File: src/rtl/core/fxfb_pkg.sv
// ----------------------------------------------------------------------------
// fxfb_pkg
// Shared types and constants of the fragmenting XOR frame builder.
// ----------------------------------------------------------------------------
package fxfb_pkg;

	localparam logic [7:0] START_BYTE = 8'h02;
	localparam logic [7:0] DATA_CMD   = 8'h04;

	localparam int CFG_W   = 16;
	localparam int CFG_IDX_W = 1;

	// register indexes on the configuration port
	localparam logic [CFG_IDX_W-1:0] REG_MAX_PAYLOAD  = 1'd0;
	localparam logic [CFG_IDX_W-1:0] REG_CHANNEL_OPEN = 1'd1;

	localparam logic [15:0] MAX_PAYLOAD_RST = 16'd128;

	// input item commands
	localparam logic CMD_BEGIN = 1'b0;
	localparam logic CMD_DATA  = 1'b1;

	typedef struct packed {
		logic        cmd;
		logic [15:0] message_length;
		logic [7:0]  data_byte;
	} in_item_t;

	typedef struct packed {
		logic [7:0] out_byte;
		logic       frame_end;
		logic       message_end;
		logic       last_of_run;
	} out_item_t;

	// one classified payload byte, handed from front end to back end
	typedef struct packed {
		logic [7:0]  data_byte;
		logic        hdr;        // frame header goes out first
		logic [15:0] chunk_len;  // length carried in the header
		logic        ck;         // checksum follows the byte
		logic [7:0]  ck_byte;
		logic        msg_end;
	} job_t;

	typedef enum logic [2:0] {
		PH_IDLE,
		PH_START,
		PH_CMD,
		PH_LEN_LO,
		PH_LEN_HI,
		PH_DATA,
		PH_CHECK
	} phase_t;

endpackage

File: src/rtl/core/fxfb_front.sv
// ----------------------------------------------------------------------------
// fxfb_front
// Accepts requests, tracks message and chunk progress and the frame XOR,
// and turns each payload byte that is due into one job.
// ----------------------------------------------------------------------------
module fxfb_front (
	input  logic               clk,
	input  logic               arst_n,
	input  logic               take,
	input  fxfb_pkg::in_item_t in_item,
	input  logic [15:0]        max_payload,
	input  logic               channel_open,
	output logic               job_we,
	output fxfb_pkg::job_t     job
);

	logic [15:0] bytes_remaining_q;
	logic [15:0] chunk_left_q;
	logic [7:0]  running_xor_q;

	logic        is_data;
	logic        new_frame;
	logic [15:0] lim;
	logic [15:0] sz;
	logic [15:0] chunk_nxt;
	logic [15:0] rem_nxt;
	logic [7:0]  xor_base;
	logic [7:0]  xor_nxt;

	always_comb begin
		lim       = (max_payload == 16'd0) ? 16'd1 : max_payload;
		sz        = (bytes_remaining_q <= lim) ? bytes_remaining_q : lim;
		new_frame = (chunk_left_q == 16'd0);
		chunk_nxt = (new_frame ? sz : chunk_left_q) - 16'd1;
		rem_nxt   = bytes_remaining_q - 16'd1;
		xor_base  = new_frame ?
			(fxfb_pkg::START_BYTE ^ fxfb_pkg::DATA_CMD ^ sz[7:0] ^ sz[15:8]) :
			running_xor_q;
		xor_nxt   = xor_base ^ in_item.data_byte;
		is_data   = take && channel_open && (in_item.cmd == fxfb_pkg::CMD_DATA) &&
			(bytes_remaining_q != 16'd0);

		job_we        = is_data;
		job.data_byte = in_item.data_byte;
		job.hdr       = new_frame;
		job.chunk_len = sz;
		job.ck        = (chunk_nxt == 16'd0);
		job.ck_byte   = xor_nxt;
		job.msg_end   = (rem_nxt == 16'd0);
	end

	always_ff @(posedge clk or negedge arst_n) begin
		if (!arst_n) begin
			bytes_remaining_q <= '0;
			chunk_left_q      <= '0;
			running_xor_q     <= '0;
		end else if (take && channel_open) begin
			if (in_item.cmd == fxfb_pkg::CMD_BEGIN) begin
				bytes_remaining_q <= in_item.message_length;
				chunk_left_q      <= '0;
				running_xor_q     <= '0;
			end else if (is_data) begin
				bytes_remaining_q <= rem_nxt;
				chunk_left_q      <= chunk_nxt;
				running_xor_q     <= (chunk_nxt == 16'd0) ? 8'd0 : xor_nxt;
			end
		end
	end

endmodule

File: src/rtl/core/fxfb_job_fifo.sv
// ----------------------------------------------------------------------------
// fxfb_job_fifo
// Small show-ahead queue of jobs between front end and back end.
// ----------------------------------------------------------------------------
module fxfb_job_fifo #(
	parameter int WIDTH = 8,
	parameter int DEPTH = 4
) (
	input  logic             clk,
	input  logic             arst_n,
	input  logic             we,
	input  logic [WIDTH-1:0] wdata,
	input  logic             re,
	output logic [WIDTH-1:0] rdata,
	output logic             not_empty,
	output logic             full
);

	localparam int AW = (DEPTH > 1) ? $clog2(DEPTH) : 1;
	localparam logic [AW-1:0] LAST = AW'(DEPTH - 1);
	localparam logic [AW:0]   FULL_CNT = (AW+1)'(DEPTH);

	logic [WIDTH-1:0] mem_q [DEPTH];
	logic [AW-1:0]    wr_ptr_q;
	logic [AW-1:0]    rd_ptr_q;
	logic [AW:0]      count_q;
	logic             do_wr;
	logic             do_rd;

	assign not_empty = (count_q != '0);
	assign full      = (count_q == FULL_CNT);
	assign rdata     = mem_q[rd_ptr_q];
	assign do_wr     = we && !full;
	assign do_rd     = re && not_empty;

	always_ff @(posedge clk) begin
		if (do_wr) begin
			mem_q[wr_ptr_q] <= wdata;
		end
	end

	always_ff @(posedge clk or negedge arst_n) begin
		if (!arst_n) begin
			wr_ptr_q <= '0;
			rd_ptr_q <= '0;
			count_q  <= '0;
		end else begin
			if (do_wr) begin
				wr_ptr_q <= (wr_ptr_q == LAST) ? '0 : wr_ptr_q + 1'b1;
			end
			if (do_rd) begin
				rd_ptr_q <= (rd_ptr_q == LAST) ? '0 : rd_ptr_q + 1'b1;
			end
			if (do_wr && !do_rd) begin
				count_q <= count_q + 1'b1;
			end else if (do_rd && !do_wr) begin
				count_q <= count_q - 1'b1;
			end
		end
	end

endmodule

File: src/rtl/core/fxfb_back.sv
// ----------------------------------------------------------------------------
// fxfb_back
// Plays out a job as header (if it opens a frame), payload byte and checksum
// (if it closes one) into the result register, one byte a cycle while popped.
// ----------------------------------------------------------------------------
module fxfb_back (
	input  logic                clk,
	input  logic                arst_n,
	input  logic                job_valid,
	input  fxfb_pkg::job_t      job,
	output logic                job_pop,
	output logic                empty,
	input  logic                pop,
	output fxfb_pkg::out_item_t out_item
);

	fxfb_pkg::phase_t    phase_q;
	fxfb_pkg::phase_t    phase_nxt;
	fxfb_pkg::phase_t    cur;
	fxfb_pkg::out_item_t out_q;
	fxfb_pkg::out_item_t item;
	logic                out_valid_q;
	logic                load;
	logic                emit;
	logic                last;

	assign load     = !out_valid_q || pop;
	assign emit     = job_valid && load;
	assign empty    = !out_valid_q;
	assign out_item = out_q;

	always_ff @(posedge clk or negedge arst_n) begin
		if (!arst_n) begin
			phase_q <= fxfb_pkg::PH_IDLE;
		end else begin
			phase_q <= phase_nxt;
		end
	end

	always_comb begin
		cur = phase_q;
		if (phase_q == fxfb_pkg::PH_IDLE) begin
			cur = job.hdr ? fxfb_pkg::PH_START : fxfb_pkg::PH_DATA;
		end

		item.out_byte    = job.data_byte;
		item.frame_end   = 1'b0;
		item.message_end = 1'b0;
		last             = 1'b0;
		case (cur)
			fxfb_pkg::PH_START:  item.out_byte = fxfb_pkg::START_BYTE;
			fxfb_pkg::PH_CMD:    item.out_byte = fxfb_pkg::DATA_CMD;
			fxfb_pkg::PH_LEN_LO: item.out_byte = job.chunk_len[7:0];
			fxfb_pkg::PH_LEN_HI: item.out_byte = job.chunk_len[15:8];
			fxfb_pkg::PH_DATA: begin
				item.out_byte = job.data_byte;
				last          = !job.ck;
			end
			fxfb_pkg::PH_CHECK: begin
				item.out_byte    = job.ck_byte;
				item.frame_end   = 1'b1;
				item.message_end = job.msg_end;
				last             = 1'b1;
			end
			default: item.out_byte = job.data_byte;
		endcase
		item.last_of_run = last;

		phase_nxt = phase_q;
		job_pop   = 1'b0;
		if (emit) begin
			if (last) begin
				phase_nxt = fxfb_pkg::PH_IDLE;
				job_pop   = 1'b1;
			end else begin
				case (cur)
					fxfb_pkg::PH_START:  phase_nxt = fxfb_pkg::PH_CMD;
					fxfb_pkg::PH_CMD:    phase_nxt = fxfb_pkg::PH_LEN_LO;
					fxfb_pkg::PH_LEN_LO: phase_nxt = fxfb_pkg::PH_LEN_HI;
					fxfb_pkg::PH_LEN_HI: phase_nxt = fxfb_pkg::PH_DATA;
					fxfb_pkg::PH_DATA:   phase_nxt = fxfb_pkg::PH_CHECK;
					default:             phase_nxt = fxfb_pkg::PH_IDLE;
				endcase
			end
		end
	end

	always_ff @(posedge clk or negedge arst_n) begin
		if (!arst_n) begin
			out_valid_q <= 1'b0;
		end else if (load) begin
			out_valid_q <= emit;
		end
	end

	always_ff @(posedge clk) begin
		if (emit) begin
			out_q <= item;
		end
	end

endmodule

File: src/rtl/core/fragmenting_xor_frame_builder.sv
// ----------------------------------------------------------------------------
// fragmenting_xor_frame_builder
// Cuts announced messages into data-send frames with an XOR checksum.
// ----------------------------------------------------------------------------
// A begin request (cmd 0) announces a message length; each payload request
// (cmd 1) then adds one byte. Bytes are cut into chunks of at most
// max_payload bytes (0 acts as 1), and every chunk leaves as one frame:
// 0x02, 0x04, length low, length high, payload, XOR of all earlier frame
// bytes. The header comes out with a chunk's first byte, the checksum with
// its last. Requests taken while channel_open is 0 are ignored; nothing comes
// out for a zero-length message or for bytes past the announced length; a
// begin mid-message drops the old message and leaves its open frame unclosed.
// Rate: a request is taken every cycle while the job queue (JOB_DEPTH entries)
// has room, and the front end settles its state in that same cycle. The back
// end sends one result byte a cycle while results are popped, so a payload
// byte yields 1 to 6 result bytes (6 when it opens and closes a frame);
// output bandwidth sets the sustained rate. Write configuration only while no
// results are pending.
// ----------------------------------------------------------------------------
module fragmenting_xor_frame_builder #(
	parameter int JOB_DEPTH = 4
) (
	input  logic                                clk,
	input  logic                                arst_n,
	// request side
	input  logic                                push,
	output logic                                full,
	input  fxfb_pkg::in_item_t                  in_item,
	// result side
	output logic                                empty,
	input  logic                                pop,
	output fxfb_pkg::out_item_t                 out_item,
	// configuration
	input  logic                                cfg_we,
	input  logic [fxfb_pkg::CFG_IDX_W-1:0]      cfg_index,
	input  logic [fxfb_pkg::CFG_W-1:0]          cfg_data
);

	logic [15:0]    max_payload_q;
	logic           channel_open_q;

	logic           take;
	logic           job_we;
	fxfb_pkg::job_t job_in;
	fxfb_pkg::job_t job_head;
	logic           job_valid;
	logic           job_pop;

	// configuration registers
	always_ff @(posedge clk or negedge arst_n) begin
		if (!arst_n) begin
			max_payload_q  <= fxfb_pkg::MAX_PAYLOAD_RST;
			channel_open_q <= 1'b0;
		end else if (cfg_we) begin
			case (cfg_index)
				fxfb_pkg::REG_MAX_PAYLOAD:  max_payload_q  <= cfg_data[15:0];
				fxfb_pkg::REG_CHANNEL_OPEN: channel_open_q <= cfg_data[0];
				default: ;
			endcase
		end
	end

	// full mirrors the job queue; dropped requests still need a free slot
	assign take = push && !full;

	fxfb_front u_front (
		.clk          (clk),
		.arst_n       (arst_n),
		.take         (take),
		.in_item      (in_item),
		.max_payload  (max_payload_q),
		.channel_open (channel_open_q),
		.job_we       (job_we),
		.job          (job_in)
	);

	fxfb_job_fifo #(
		.WIDTH ($bits(fxfb_pkg::job_t)),
		.DEPTH (JOB_DEPTH)
	) u_job_fifo (
		.clk       (clk),
		.arst_n    (arst_n),
		.we        (job_we),
		.wdata     (job_in),
		.re        (job_pop),
		.rdata     (job_head),
		.not_empty (job_valid),
		.full      (full)
	);

	fxfb_back u_back (
		.clk       (clk),
		.arst_n    (arst_n),
		.job_valid (job_valid),
		.job       (job_head),
		.job_pop   (job_pop),
		.empty     (empty),
		.pop       (pop),
		.out_item  (out_item)
	);

endmodule
File: config.mk
export PLATFORM = sky130hd
export DESIGN_NAME = fragmenting_xor_frame_builder
export DESIGN_NICKNAME = d
export VERILOG_FILES = /design/src/rtl/core/fxfb_pkg.sv /design/src/rtl/core/fxfb_front.sv /design/src/rtl/core/fxfb_job_fifo.sv /design/src/rtl/core/fxfb_back.sv /design/src/rtl/core/fragmenting_xor_frame_builder.sv
export SDC_FILE = /design/constraint.sdc
export NUM_CORES = 1
export LEC_CHECK = 0
export ABC_AREA = 1
export BUFFER_PORTS_ARGS = -buffer_cell sky130_fd_sc_hd__buf_2
export CELL_PAD_IN_SITES_DETAIL_PLACEMENT = 1
export CELL_PAD_IN_SITES_GLOBAL_PLACEMENT = 1
export CORE_MARGIN = 2
export CORE_UTILIZATION = 52
export CTS_CLUSTER_DIAMETER = 150
export DETAILED_ROUTE_END_ITERATION = 7
export HOLD_SLACK_MARGIN = 0.12
export PLACE_DENSITY = 0.95
export REMOVE_ABC_BUFFERS = 1
export SLEW_MARGIN = 20
export SYNTH_ARGS = -nofsm -noshare
export SYNTH_HDL_FRONTEND = slang
export SYNTH_SLANG_ARGS = --single-unit
File: constraint.sdc
create_clock -name clk -period 8.1 [get_ports clk]
set_input_delay 2.43 -clock clk [delete_from_list [all_inputs] [get_ports clk]]
set_output_delay 2.43 -clock clk [all_outputs]
set_load 0.1 [all_outputs]
=== After elaboration in Yosys (flattened, before gate mapping) ===
Memory sizes are Yosys's and may differ from the RTL's.
Cells that the tools add are included.

* Bitwise logic cells: 4
* Add/subtract/negate cells: 6
* Order comparisons: 1
* Muxes and demuxes: 26
* Reduce and logical (&&, ||, !) cells: 26
* Equality and inequality tests: 10

{| class="wikitable"
|+ Operator list
! kind !! count
|-
| $mux 16 || 7
|-
| $logic_not 16->1 || 4
|-
| $pmux 8 s5 || 1
|-
| $mux 8 || 4
|-
| $sub 16x1->16 const B || 2
|-
| $le 16x16->1 || 1
|-
| $reduce_bool 16->1 || 1
|-
| $xor 8x8->8 || 2
|-
| $mux 3 || 5
|-
| $pmux 3 s5 || 1
|-
| $eq 3x3->1 const B || 4
|-
| $logic_and 1x1->1 || 9
|-
| $eq 3x2->1 const B || 2
|-
| $mux 2 || 3
|-
| $reduce_and 2->1 || 3
|-
| $logic_not 1->1 || 5
|-
| $add 2x1->2 const B || 2
|-
| $eq 2x2->1 const B || 2
|-
| $mux 1 || 4
|-
| $add 3x1->3 const B || 1
|-
| $eq 3x1->1 const B || 1
|-
| $logic_not 3->1 || 1
|-
| $reduce_bool 3->1 || 1
|-
| $sub 3x1->3 const B || 1
|-
| 6 further kinds || 6
|}

* RAM bits: 140
* Word-level logic and storage cells: 88
* Output and inout bits: 13
* Memories kept: 1
* Flip-flop bits (word level): 79
* Input port bits: 47

{| class="wikitable"
|+ Memories
! memory !! depth !! width !! read ports !! clocked after Yosys merged registers in !! wr ports !! RTL line !! source
|-
| u_job_fifo.mem_q || 4 || 35 || 1 || 0 || 1 || fxfb_job_fifo.sv:23 || <nowiki>logic [WIDTH-1:0] mem_q [DEPTH];</nowiki>
|}

=== Logic depth before layout (Yosys ltp) ===
Gate-level depths: netlist (run 1).

* Depth in word-level cells: 11
* Gate-level depth with buffers: 33
* Mapped depth without buffers: 33

=== Cells and area by module ===
From an unflattened synthesis (run 1), not the netlist that was laid out.

* Cell total of the unflattened synthesis: 1279
* Area, all modules: 11718.7 sq um

{| class="wikitable"
|+ By module, submodules not included
! module !! times used !! area an instance (sq um) !! cells each !! seq. area each (sq um)
|-
| fxfb_job_fifo || 1 || 6010.8 || 468 || 4379.2
|-
| fxfb_front || 1 || 4149.0 || 634 || 1001.0
|-
| fxfb_back || 1 || 859.6 || 100 || 430.4
|-
| fragmenting_xor_frame_builder || 1 || 699.4 || 77 || 426.7
|}

=== Least setup slack after synthesis (run 1) ===
OpenSTA, ideal clock, no wires.

* Kind: input-to-reg
* From: in in_item[24] in the netlist's numbering
* To: mem u_job_fifo.mem_q[0][0] in the netlist's numbering (enable)
* Arrival time: 4791 ps
* Path slack: 2881 ps
* Stages: 6
* Buffers on the path: 2
* Library setup time: 427 ps
* Cells stage by stage: clkbuf_1 -> clkinv_1 -> nor2_1 -> o21ai_2 -> clkbuf_1 -> nor2_1

* Cells in the longest elaborated chain, start to end: 5

{| class="wikitable"
|+ Ends and longest elaborated chain
! item !! RTL line !! source
|-
| start: declaration || fragmenting_xor_frame_builder.sv:28 || <nowiki>input fxfb_pkg::in_item_t in_item,</nowiki>
|-
| $logic_and 1x1->1 (2 in a row) || fxfb_front.sv:40 || <nowiki>is_data = take && channel_open && (in_item.cmd == fxfb_pkg::CMD_DATA) &&</nowiki>
|-
| $logic_and 1x1->1 || fxfb_job_fifo.sv:33 || <nowiki>assign do_wr = we && !full;</nowiki>
|-
| $mux 1 || fxfb_job_fifo.sv:37 || <nowiki>if (do_wr) begin</nowiki>
|-
| $mux 1 (implied by the code) || fxfb_job_fifo.sv:38 || <nowiki>mem_q[wr_ptr_q] <= wdata;</nowiki>
|-
| end: declaration || fxfb_job_fifo.sv:23 ||
|}

No other way between the ends.

=== Worst setup path in the final report (run 1) ===
* From: in in_item[24] in the netlist's numbering
* To: reg u_job_fifo.count_q[2]

* Cells in the longest elaborated chain, start to end: 6

{| class="wikitable"
|+ Ends and longest elaborated chain
! item !! RTL line !! source
|-
| $logic_and 1x1->1 (*) (2 in a row) || fxfb_front.sv:40 ||
|-
| $logic_and 1x1->1 (*) || fxfb_job_fifo.sv:33 ||
|-
| $logic_not 1->1 || fxfb_job_fifo.sv:56 || <nowiki>end else if (do_rd && !do_wr) begin</nowiki>
|-
| $logic_and 1x1->1 || fxfb_job_fifo.sv:56 ||
|-
| $reduce_bool 2->1 (no source line) || n/a ||
|-
| end signal: assignment || fxfb_job_fifo.sv:55 || <nowiki>count_q <= count_q + 1'b1;</nowiki>
|-
| end signal: assignment || fxfb_job_fifo.sv:57 || <nowiki>count_q <= count_q - 1'b1;</nowiki>
|-
| end: declaration || fxfb_job_fifo.sv:26 || <nowiki>logic [AW:0] count_q;</nowiki>
|}

Every way passes the cells marked *; elsewhere a longest branch is shown, timed or not.
A chain may end at the register's enable or synchronous reset.

==> metrics.json, run 1 <==
{
  "route.final.wire_length_um": 33800,
  "criticalPathCategory": "input port to flop",
  "post_cts_resize_count": 0,
  "p_sw_share_pct": 46.4,
  "postSynthRegisterBits": 219,
  "syn2layout_area_growth_pct": 12.7,
  "clock_sink_count": 219,
  "intPower_uw": 2700,
  "detailed_place_hpwl_um": 22400,
  "worst_setup_path_start_kind": "input port",
  "post-route-min-period_ps": 5430,
  "worst-endpoint-required_ps": 8490,
  "die_width_um": 148,
  "powerDensity_mw_per_mm2": 414,
  "setup-tns-final_ps": 0,
  "die-height_um": 148,
  "drc": 0,
  "final_design_area_no_fill_mm2": 0.0122,
  "residual_overflow_from_global_routing": 0,
  "buffer_ports.inserted": 59,
  "initial_core_util_pct": 53.2,
  "setup_violations": 0,
  "pin_count_of_the_biggest_net_entering_global_routing": 74,
  "grt_most_used_layer": "met2",
  "worst_clock_skew_ps": 12.4,
  "master_cell_of_the_clock_root_buffer": "sky130_fd_sc_hd__clkbuf_16",
  "routing_usage_on_met1_pct": 37.1,
  "std_cell_rows": 52,
  "post-route-period-util_pct": 67.1,
  "slew_viol_final": 0,
  "drt_iter0_markers": 701,
  "wire_per_inst_um": 22.9,
  "tritoncts": "built",
  "power.switching_uw": 2340,
  "post_dp_cell_area_mm2": 0.0113,
  "share_of_total_power_in_sequential_cells_pct": 33.6,
  "tightestPinTransition_ps": 992,
  "yosys_warnings": 0,
  "dieArea_mm2": 0.0220,
  "vias": 8764,
  "r2r_setup_slack_ps": 3100,
  "achievable_frequency_mhz": 184,
  "track_usage_pct": 31.0,
  "cp_capture_type": "flop",
  "vdd_ir_drop_max_v": 0.000214,
  "worstSkewPairLatency_ps": 520,
  "synth_area_per_cell_um2": 9.51,
  "grt_antenna_before_repair": 0,
  "number_of_nets_still_failing_antenna_checks_after_routing": 0,
  "synth_cells": 1136,
  "dp.cells": 1430,
  "pwr-share-comb_pct": 46.2,
  "timing.max_slew.rel_slack_pct": 33.6,
  "antenna_cells_inserted": 0,
  "first_global_vias": 9490,
  "clkPwrFrac_pct": 20.2,
  "fp.coreArea_mm2": 0.0203,
  "finalWeightedCongestion": 0.878,
  "synthDistinctLibCells": 47,
  "mappedNetlistArea_mm2": 0.0108,
  "final_net_count": 1264,
  "clock_transition_at_the_registers_of_the_reported_paths_ps": 60,
  "hold_vio_cnt_final": 0,
  "met2_usage_pct": 56.5,
  "synth-seq-area-share_pct": 57.7,
  "post_cts_hold_buffer_count": 0,
  "routed_via_density": 5.93,
  "finalHoldWorstSlack_ps": 502,
  "cap_viol_max_count": 0,
  "dr.pass1.iters": 5,
  "grt_pass1_wl_um": 52600,
  "grt_setup_unrepaired": "false",
  "total_leakage_power_uw": 0.00512,
  "met3_usage_pct": 3.47,
  "status": "finished clean",
  "htree_num_levels": 1,
  "worst_hold_path_type": "flop to flop",
  "cts_max_path_buffers": 3,
  "post-cts-setup-buffers": 0,
  "drive_above_1_share_pct": 13.8,
  "final.fill_count": 2303,
  "critPathMaxFanout": 25,
  "numCtsBuffers": 24,
  "io_count": 60,
  "final-instance-count-excl-fill": 1477,
  "arrival_time_reported_for_the_critical_path_endpoint_ps": 5820,
  "finalCoreUtilization_pct": 60.0
}
[path summary, 6_finish.rpt]
check,start,end,cells after the start
min reg2reg,u_front.running_xor_q[6]$_DFFE_PN0P_,u_front.running_xor_q[6]$_DFFE_PN0P_,2
max reg2reg,max_payload_q[7]$_DFFE_PN1P_,u_job_fifo.mem_q[0][9]$_DFFE_PP_,29
min,u_front.running_xor_q[6]$_DFFE_PN0P_,u_front.running_xor_q[6]$_DFFE_PN0P_,2
min in group asynchronous,arst_n,u_front.chunk_left_q[6]$_DFFE_PN0P_,1
max in group asynchronous,arst_n,u_job_fifo.rd_ptr_q[0]$_DFFE_PN0P_,1
max,in_item[24],u_job_fifo.count_q[2]$_DFFE_PN0P_,12
[kinds of logic after synthesis]
family / after synthesis / share of synthesized area (%)
and+or+nand+nor: 474 / 19.6
AOI/OAI and AO/OA: 222 / 11.4
DFF: 219 / 57.7
buffers and inverters: 172 / 6.27
adders and majority gates: 27 / 3.20
xor gates and xnor gates: 21 / 1.70
muxes: 1 / 0.0926
[state kept, by name, indices dropped and copies added, names as in the netlist]
name,flops
channel_open_q,1
u_back.phase_q,3
u_job_fifo.count_q,3
u_back.out_item,11
u_job_fifo.rd_ptr_q,2
u_job_fifo.wr_ptr_q,2
u_back.out_valid_q,1
u_front.bytes_remaining_q,16
max_payload_q,16
u_job_fifo.mem_q,140
u_front.running_xor_q,8
u_front.chunk_left_q,16
[stage by stage]
| step | power (µW) | setup WS (ps) |
|---|---|---|
| after floorplan | 3220 | 3120 |
| after global placement | 3730 | 2640 |
| after detailed placement | 3930 | 2490 |
| after CTS | 5010 | 2840 |
| after global routing | 5310 | 2480 |
| final | 5040 | 2670 |
[cell type report]
class,count,area [µm²],share of cell area (%)
clock buffer,28,637,5.23
clock inverter,15,80.1,0.657
inverter,131,492,4.04
multi-input combinational,745,3950,32.4
sequential,219,6240,51.2
tap,270,338,2.77
timing repair buffer,69,445,3.66
[worst max-delay path, cell delays in order]
cell and delay, ps:
sky130_fd_sc_hd__buf_2 410, sky130_fd_sc_hd__clkinv_1 440, sky130_fd_sc_hd__nor2_1 270, sky130_fd_sc_hd__o21ai_2 210, sky130_fd_sc_hd__buf_4 280, sky130_fd_sc_hd__inv_1 470, sky130_fd_sc_hd__ha_1 280, sky130_fd_sc_hd__inv_1 100
sky130_fd_sc_hd__fa_1 460, sky130_fd_sc_hd__a21oi_1 170, sky130_fd_sc_hd__o21ai_0 130, sky130_fd_sc_hd__xor2_1 170
[Yosys cell counts, drive strengths merged]
master  count  share of area, %
a21o        1             0.069
a21oi      40               1.9
a221oi      8              0.65
a22o        1             0.081
a22oi       1             0.069
a31oi       3              0.17
a32o        1             0.093
and2        3              0.17
buf        10              0.65
clkbuf     31               1.1
clkinv      4              0.14
dfrtp      67                16
dfstp       1              0.24
edfxtp    151                42
fa          1              0.19
ha         26               3.0
inv       127               4.4
mux2i       1             0.093
nand2     215               8.1
nand3      55               3.0
nand4      12              0.89
nor2      177               6.6
nor3       10              0.72
nor3b       1             0.069
nor4        1             0.058
o211ai      6              0.42
o21ai     119               5.5
o22ai      40               2.3
o31ai       2              0.14
xnor2      10              0.81
xor2       11              0.89
[power groups by stage]
| stage | sequential (µW) | clock [µW] | combinational, µW |
|---|---|---|---|
| after global placement | 1690 | 0 | 2040 |
| after floorplan | 1890 | 0 | 1330 |
| after detailed placement | 1710 | 0 | 2220 |
| after CTS | 1690 | 1030 | 2290 |
| after global routing | 1710 | 1070 | 2540 |
| final | 1690 | 1020 | 2330 |
[layout by cell type, fill, tap and decap left out, types with 23 or more instances in the layout]
cell	n
sky130_fd_sc_hd__a21oi_1	39
sky130_fd_sc_hd__buf_2	58
sky130_fd_sc_hd__clkbuf_16	25
sky130_fd_sc_hd__dfrtp_1	66
sky130_fd_sc_hd__edfxtp_1	151
sky130_fd_sc_hd__ha_1	26
sky130_fd_sc_hd__inv_1	123
sky130_fd_sc_hd__nand2_1	190
sky130_fd_sc_hd__nand2_2	23
sky130_fd_sc_hd__nand3_1	45
sky130_fd_sc_hd__nor2_1	163
sky130_fd_sc_hd__o21ai_0	116
sky130_fd_sc_hd__o22ai_1	40
[routing by layer]
| metal | vias up | share of wire [%] |
|---|---|---|
| li1 | 3954 | - |
| met4 | 0 | 4.2 |
| met2 | 325 | 52 |
| met1 | 4391 | 38 |
| met5 | - | 0 |
| met3 | 94 | 5.0 |
Power figures use the tool's default switching activity.
==> run 2: changes to the inputs <==
CORE_UTILIZATION = 43   (was 52)
PLACE_DENSITY = 0.85   (was 0.95)
clock period = 4.4 ns   (was 8.1 ns; I/O delays follow)
==> metrics.json, run 2 (synthesis gave the netlist of run 1 again) <==
{
  "status": "finished clean",
  "numCtsBuffers": {"value": 25, "change": "+4.2%"},
  "worst_hold_path_type": "flop to flop",
  "std_cell_rows": {"value": 58, "change": "+12%"},
  "cp_capture_type": "flop",
  "setup_violations": {"value": 0, "change": "unchanged"},
  "dr.pass1.iters": {"value": 5, "change": "unchanged"},
  "worst-endpoint-required": {"value": 4820, "unit": "ps", "change": "-3670 ps"},
  "cts_max_path_buffers": {"value": 3, "change": "unchanged"},
  "criticalPathCategory": "flop to flop",
  "syn2layout_area_growth_pct": 14.9,
  "post-route-min-period_ps": 4020,
  "drt_iter0_markers": {"value": 730, "change": "+4.1%"},
  "io_count": {"value": 60, "change": "unchanged"},
  "drc": {"value": 0, "change": "unchanged"},
  "worst_path_largest_cell_delay": {"value": 510, "unit": "ps", "change": "+40 ps"},
  "crit_path_start": "max_payload_q[7]$_DFFE_PN1P_",
  "post-route-period-util_pct": 91.4,
  "post-layout-total-power": {"value": 9530, "unit": "µW", "change": "+89%"},
  "clock_sink_count": {"value": 219, "change": "unchanged"},
  "crit-reg2reg-launch": "max_payload_q[7]$_DFFE_PN1P_",
  "finalWeightedCongestion": {"value": 0.912, "change": "+4.0%"},
  "clock_transition_at_the_registers_of_the_reported_paths": {"value": 60, "unit": "ps", "change": "about the same"},
  "initial_core_util": {"value": 43.3, "unit": "%", "change": "-9.9 points"},
  "cap_viol_max_count": {"value": 0, "change": "unchanged"},
  "vdd_ir_drop_max": {"value": 0.000552, "unit": "V", "change": "+160%"},
  "crit_chain": "inv_1 > nand4_1 > nor2_1 > a21oi_1 > inv_1 > ha_1 > nand4_4 > nand2_8 > nand2_1 > nand3_1 > nand2_2 > inv_2 > ha_2 > inv_1 > nor2_2 > nand2_2 > nor2_4 > nand3_1 > nand2_1 > nand3_1 > nor2_2 > nand2_4 > nand2_1 > nand2_1",
  "dp.cells": {"value": 1502, "change": "+5.0%"},
  "grt_antenna_before_repair": {"value": 0, "change": "unchanged"},
  "finalHoldWorstSlack": {"value": 490, "unit": "ps", "change": "-11.8 ps"},
  "finalCoreUtilization": {"value": 49.8, "unit": "%", "change": "-10 points"},
  "wire_per_inst": {"value": 20.7, "unit": "µm", "change": "-9.7%"},
  "mostFrequentLayoutCell": "sky130_fd_sc_hd__nand2_1",
  "worst_setup_path_start_kind": "flop",
  "htree_num_levels": {"value": 1, "change": "unchanged"},
  "tritoncts": "built",
  "dieArea": {"value": 0.0264, "unit": "mm²", "change": "+20%"},
  "powerDensity": {"value": 767, "unit": "mW/mm²", "change": "+85%"},
  "track_usage": {"value": 24.7, "unit": "%", "change": "-6.3 points"},
  "routed_via_density": {"value": 5.62, "change": "-5.4%"},
  "timing.max_slew.rel_slack": {"value": 30.8, "unit": "%", "change": "-2.8 points"},
  "worstSkewPairLatency": {"value": 540, "unit": "ps", "change": "+20 ps"},
  "slew_viol_final": {"value": 0, "change": "unchanged"},
  "final-instance-count-excl-fill": {"value": 1551, "change": "+5.0%"},
  "die_width": {"value": 163, "unit": "µm", "change": "+9.7%"},
  "residual_overflow_from_global_routing": {"value": 0, "change": "unchanged"},
  "die-height": {"value": 163, "unit": "µm", "change": "+9.7%"},
  "route.final.wire_length": {"value": 32000, "unit": "µm", "change": "-5.2%"},
  "detailed_place_hpwl": {"value": 21600, "unit": "µm", "change": "-3.3%"},
  "hold_vio_cnt_final": {"value": 0, "change": "unchanged"},
  "antenna_cells_inserted": {"value": 0, "change": "unchanged"},
  "number_of_nets_still_failing_antenna_checks_after_routing": {"value": 0, "change": "unchanged"},
  "tightestPinTransition": {"value": 1040, "unit": "ps", "change": "+43.5 ps"},
  "final_net_count": {"value": 1277, "change": "+1.0%"},
  "arrival_time_reported_for_the_critical_path_endpoint": {"value": 4440, "unit": "ps", "change": "-1380 ps"},
  "grt_pass1_wl": {"value": 50700, "unit": "µm", "change": "-3.7%"},
  "vias": {"value": 8710, "change": "-0.62%"},
  "critPathMaxFanout": {"value": 18, "change": "-28%"},
  "largest_register_ff_count": {"value": 140, "change": "unchanged"},
  "achievable_frequency_mhz": 249,
  "critPathTopFamily": "simple AND/OR/NAND/NOR gates",
  "setup-tns-final": {"value": 0, "unit": "ps", "change": "unchanged"},
  "drive_above_1_share": {"value": 15.4, "unit": "%", "change": "+1.6 points"},
  "buf_inv_on_cp": {"value": 4, "change": "-1"},
  "timing.critical_path.slowest_stage_cell": "sky130_fd_sc_hd__dfstp_2",
  "master_cell_of_the_clock_root_buffer": "sky130_fd_sc_hd__clkbuf_16",
  "pin_count_of_the_biggest_net_entering_global_routing": {"value": 70, "change": "-5.4%"},
  "buffer_ports.inserted": {"value": 59, "change": "unchanged"},
  "worst_path_most_repeated_cell": "sky130_fd_sc_hd__nand2_1",
  "worst_clock_skew": {"value": 10.6, "unit": "ps", "change": "-1.79 ps"},
  "fp.coreArea": {"value": 0.0250, "unit": "mm²", "change": "+23%"},
  "first_global_vias": {"value": 9428, "change": "-0.65%"},
  "most_flop_heavy_register": "u_job_fifo.mem_q",
  "top_library_cells_by_usage_in_the_layout_fill_and_taps_aside": "sky130_fd_sc_hd__nand2_1 (190), sky130_fd_sc_hd__nor2_1 (162), sky130_fd_sc_hd__edfxtp_1 (151)",
  "worst_hold_startpoint": "u_front.running_xor_q[7]$_DFFE_PN0P_",
  "total_leakage_power": {"value": 0.00525, "unit": "µW", "change": "+2.5%"}
}
==> run 2: cell types whose count changed in the layout (fill, tap and decap cells not counted), moves of 2 or more <==
cell                        change
sky130_fd_sc_hd__clkinv_1       -3
sky130_fd_sc_hd__buf_16         -3
sky130_fd_sc_hd__bufinv_16      +4
sky130_fd_sc_hd__nand2_2        -2
sky130_fd_sc_hd__clkinv_2       +2
sky130_fd_sc_hd__buf_4         +16
==> run 2: worst register-to-register path: cells and delay by family (launching register included) <==
family	cells	cell delay, ps
AO/OA/AOI/OAI	1	210
adder cells (fa/ha/maj)	2	530
buffers and inverters	4	310
AND/OR/NAND/NOR	17	2350
flip-flops	1	510
==> run 2: path summary, 6_finish.rpt <==
path / to / slack, ps / cells after the start
setup / recovery: u_front.running_xor_q[2]$_DFFE_PN0P_ / 380 / 24
hold / removal: u_front.running_xor_q[7]$_DFFE_PN0P_ / 490 / 2
setup reg to reg: u_front.running_xor_q[2]$_DFFE_PN0P_ / 380 / 24
hold reg to reg: u_front.running_xor_q[7]$_DFFE_PN0P_ / 490 / 2
max in group asynchronous: u_job_fifo.rd_ptr_q[0]$_DFFE_PN0P_ / 2720 / 1
min in group asynchronous: u_front.bytes_remaining_q[4]$_DFFE_PN0P_ / 930 / 1
==> run 2: through the flow <==
stage          cell area (µm²)  setup WS [ps]
3_5_place_dp             11500            109
4_1_cts                  12300           12.1
6_report                 12400            380
2_1_floorplan            10600           8.65
5_1_grt                  12400          -27.8
3_3_place_gp             11500            437
==> run 2: layer usage <==
layer / global-route usage (%) / up-vias / wire [µm]
met4: 10.2 / 0 / 1320
met2: 44.3 / 281 / 16300
met1: 30.3 / 4363 / 13000
li1: - / 3983 / -
met3: 3.00 / 83 / 1410
met5: 0 / - / 0
==> run 2: power breakdown <==
part | switching (µW) | internal [µW]
clock network | 878 | 1280
registers | 282 | 2850
logic | 3110 | 1140
total | 4270 | 5270
==> run 2: final cells by class <==
class	instances	area, µm²
repair buffers	81	463
fillers	2896	12500
clock buffers	27	633
multi-input cells	745	3980
flip-flops and latches	219	6240
inverters	131	492
well taps	330	413
clock inverters	18	206
==> run 2: repair_timing <==
item,CTS,global route
hold buffers,0,0
endpoints found under the setup margin,0,12
endpoints found under the hold margin,0,0
resized for setup,0,10
buffers inserted,0,4
==> run 3: changes to the inputs <==
CORE_UTILIZATION = 30   (was 43)
PLACE_DENSITY = 0.65   (was 0.85)
==> metrics.json, run 3 (synthesis gave the netlist of run 1 again) <==
{
  "post-route-period-util": {"value": 88.4, "unit": "%", "change": "-3.0 points"},
  "tightestPinTransition": {"value": 1030, "unit": "ps", "change": "-10.3 ps"},
  "worstHoldPathCells": {"value": 2, "change": "unchanged"},
  "antenna_cells_inserted": {"value": 0, "change": "unchanged"},
  "timing.critical_path.slowest_stage_cell": "sky130_fd_sc_hd__dfstp_2",
  "powerDensity": {"value": 744, "unit": "mW/mm²", "change": "-3.0%"},
  "post_cts_resize_count": {"value": 0, "change": "unchanged"},
  "clock_sink_count": {"value": 219, "change": "unchanged"},
  "buffer_ports.inserted": {"value": 59, "change": "unchanged"},
  "buf_inv_on_cp": {"value": 4, "change": "unchanged"},
  "post-cts-setup-buffers": {"value": 0, "change": "unchanged"},
  "status": "finished clean",
  "timing.max_slew.rel_slack": {"value": 31.4, "unit": "%", "change": "+0.60 points"},
  "dr.pass1.iters": {"value": 5, "change": "unchanged"},
  "crit_cells": {"value": 29, "change": "+21%"},
  "htree_num_levels": {"value": 1, "change": "unchanged"},
  "io_count": {"value": 60, "change": "unchanged"},
  "grt_setup_unrepaired": "false",
  "grt_antenna_before_repair": {"value": 0, "change": "unchanged"},
  "cts_max_path_buffers": {"value": 3, "change": "unchanged"},
  "std_cell_rows": {"value": 69, "change": "+19%"},
  "mostFrequentLayoutCell": "sky130_fd_sc_hd__nand2_1",
  "critPathMaxFanout": {"value": 17, "change": "-1"},
  "most_flop_heavy_register": "u_job_fifo.mem_q",
  "arrival_time_reported_for_the_critical_path_endpoint": {"value": 4230, "unit": "ps", "change": "-210 ps"},
  "critPathTopFamily": "simple AND/OR/NAND/NOR gates",
  "residual_overflow_from_global_routing": {"value": 0, "change": "unchanged"},
  "drive_above_1_share": {"value": 14.7, "unit": "%", "change": "-0.71 points"},
  "die-height": {"value": 194, "unit": "µm", "change": "+19%"},
  "worst_path_most_repeated_cell": "sky130_fd_sc_hd__nand2_1",
  "drc": {"value": 0, "change": "unchanged"},
  "syn2layout_area_growth_pct": 15.8,
  "clock_transition_at_the_registers_of_the_reported_paths": {"value": 60, "unit": "ps", "change": "about the same"},
  "cp_capture_type": "flop",
  "post_cts_hold_buffer_count": {"value": 0, "change": "unchanged"},
  "route.final.wire_length": {"value": 30900, "unit": "µm", "change": "-3.6%"},
  "final_net_count": {"value": 1275, "change": "-0.16%"},
  "worst_hold_path_type": "flop to flop",
  "drt_iter0_markers": {"value": 510, "change": "-30%"},
  "routed_via_density": {"value": 4.88, "change": "-13%"},
  "grt_pass1_wl": {"value": 48900, "unit": "µm", "change": "-3.5%"},
  "worst_clock_skew": {"value": 18.0, "unit": "ps", "change": "+7.37 ps"},
  "die_width": {"value": 194, "unit": "µm", "change": "+19%"},
  "setup-tns-final": {"value": 0, "unit": "ps", "change": "unchanged"},
  "achievable_frequency": {"value": 257, "unit": "MHz", "change": "+3.4%"},
  "fp.coreArea": {"value": 0.0355, "unit": "mm²", "change": "+42%"},
  "dieArea": {"value": 0.0376, "unit": "mm²", "change": "+42%"},
  "pin_count_of_the_biggest_net_entering_global_routing": {"value": 69, "change": "-1.4%"},
  "detailed_place_hpwl": {"value": 21300, "unit": "µm", "change": "-1.7%"},
  "master_cell_of_the_clock_root_buffer": "sky130_fd_sc_hd__clkbuf_16",
  "worstSkewPairLatency": {"value": 530, "unit": "ps", "change": "about the same"},
  "cap_viol_max_count": {"value": 0, "change": "unchanged"},
  "setup_ws": {"value": 511, "unit": "ps", "change": "+131 ps"},
  "finalWeightedCongestion": {"value": 0.843, "change": "-7.6%"},
  "largest_register_ff_count": {"value": 140, "change": "unchanged"},
  "final.fill_count": {"value": 4076, "change": "+41%"},
  "setup_violations": {"value": 0, "change": "unchanged"},
  "first_global_vias": {"value": 8620, "change": "-8.6%"},
  "number_of_nets_still_failing_antenna_checks_after_routing": {"value": 0, "change": "unchanged"},
  "r2r.worst_path.cells": {"value": 29, "change": "+21%"},
  "track_usage": {"value": 16.4, "unit": "%", "change": "-8.3 points"},
  "worst-endpoint-required": {"value": 4740, "unit": "ps", "change": "-80 ps"},
  "wire_per_inst": {"value": 18.4, "unit": "µm", "change": "-11%"},
  "worst_path_largest_cell_delay": {"value": 510, "unit": "ps", "change": "about the same"},
  "initial_core_util": {"value": 30.5, "unit": "%", "change": "-13 points"},
  "slew_viol_final": {"value": 0, "change": "unchanged"},
  "hold_vio_cnt_final": {"value": 0, "change": "unchanged"},
  "vdd_ir_drop_max": {"value": 0.000357, "unit": "V", "change": "-35%"},
  "total_leakage_power": {"value": 0.00520, "unit": "µW", "change": "-0.83%"},
  "dp_slack": {"value": 298, "unit": "ps", "change": "+189 ps"},
  "tritoncts": "built",
  "numCtsBuffers": {"value": 24, "change": "-4.0%"},
  "post-route-min-period": {"value": 3890, "unit": "ps", "change": "-131 ps"},
  "top_library_cells_by_usage_in_the_layout_fill_and_taps_aside": "sky130_fd_sc_hd__nand2_1 (190), sky130_fd_sc_hd__nor2_1 (163), sky130_fd_sc_hd__edfxtp_1 (151)",
  "worst_setup_path_start_kind": "flop",
  "criticalPathCategory": "flop to flop",
  "vias": {"value": 8205, "change": "-5.8%"}
}
==> run 3: path summary, 6_finish.rpt <==
| check | startpoint | to | slack (ps) |
|---|---|---|---|
| worst max-delay path | max_payload_q[7]$_DFFE_PN1P_ | u_job_fifo.mem_q[1][9]$_DFFE_PP_ | 510 |
| worst min-delay path | u_front.running_xor_q[0]$_DFFE_PN0P_ | u_front.running_xor_q[0]$_DFFE_PN0P_ | 490 |
| worst max register to register | max_payload_q[7]$_DFFE_PN1P_ | u_job_fifo.mem_q[1][9]$_DFFE_PP_ | 510 |
| worst min register to register | u_front.running_xor_q[0]$_DFFE_PN0P_ | u_front.running_xor_q[0]$_DFFE_PN0P_ | 490 |
| max in group asynchronous | arst_n | u_job_fifo.rd_ptr_q[0]$_DFFE_PN0P_ | 2730 |
| min in group asynchronous | arst_n | u_front.bytes_remaining_q[4]$_DFFE_PN0P_ | 930 |
==> run 3: routing by layer <==
metal	routed length [µm]	track usage [%]	share of wire (%)
met1	14000	22.1	45
met2	14900	28.1	48
met3	1160	1.69	3.8
met4	837	4.72	2.7
met5	0	0	0
==> run 3: area by class of cell <==
cell class | instances | area (µm²) | area share (%)
tap | 461 | 577 | 4.61
clock inverter | 16 | 193 | 1.54
inverter | 131 | 492 | 3.93
sequential | 219 | 6240 | 49.9
timing repair buffer | 80 | 455 | 3.64
clock buffer | 28 | 616 | 4.92
multi-input combinational | 745 | 3940 | 31.5
==> run 3: worst register-to-register path: cells and delay by family, from the launching register on <==
kind	cells	cell delay, ps
AOI/OAI and AO/OA	2	380
adders and majority gates	2	420
buffers and inverters	4	280
DFF	1	510
and+or+nand+nor	21	2120
==> run 3: power breakdown <==
group | switching [µW] | internal [µW]
sequential | 256 | 2850
combinational | 3010 | 1100
clock | 852 | 1240
==> run 3: stage by stage <==
stage	instance area (µm²)	std cells	power (µW)	util [%]	hold slack, ps
floorplan	10600	1095	5930	-	449
global placement	11700	1636	7140	33.0	465
detailed placement	11700	1636	7250	33.0	465
CTS	12500	1680	9380	35.2	490
global route	12500	1680	9970	35.3	515
finish	12500	1680	9310	35.3	489
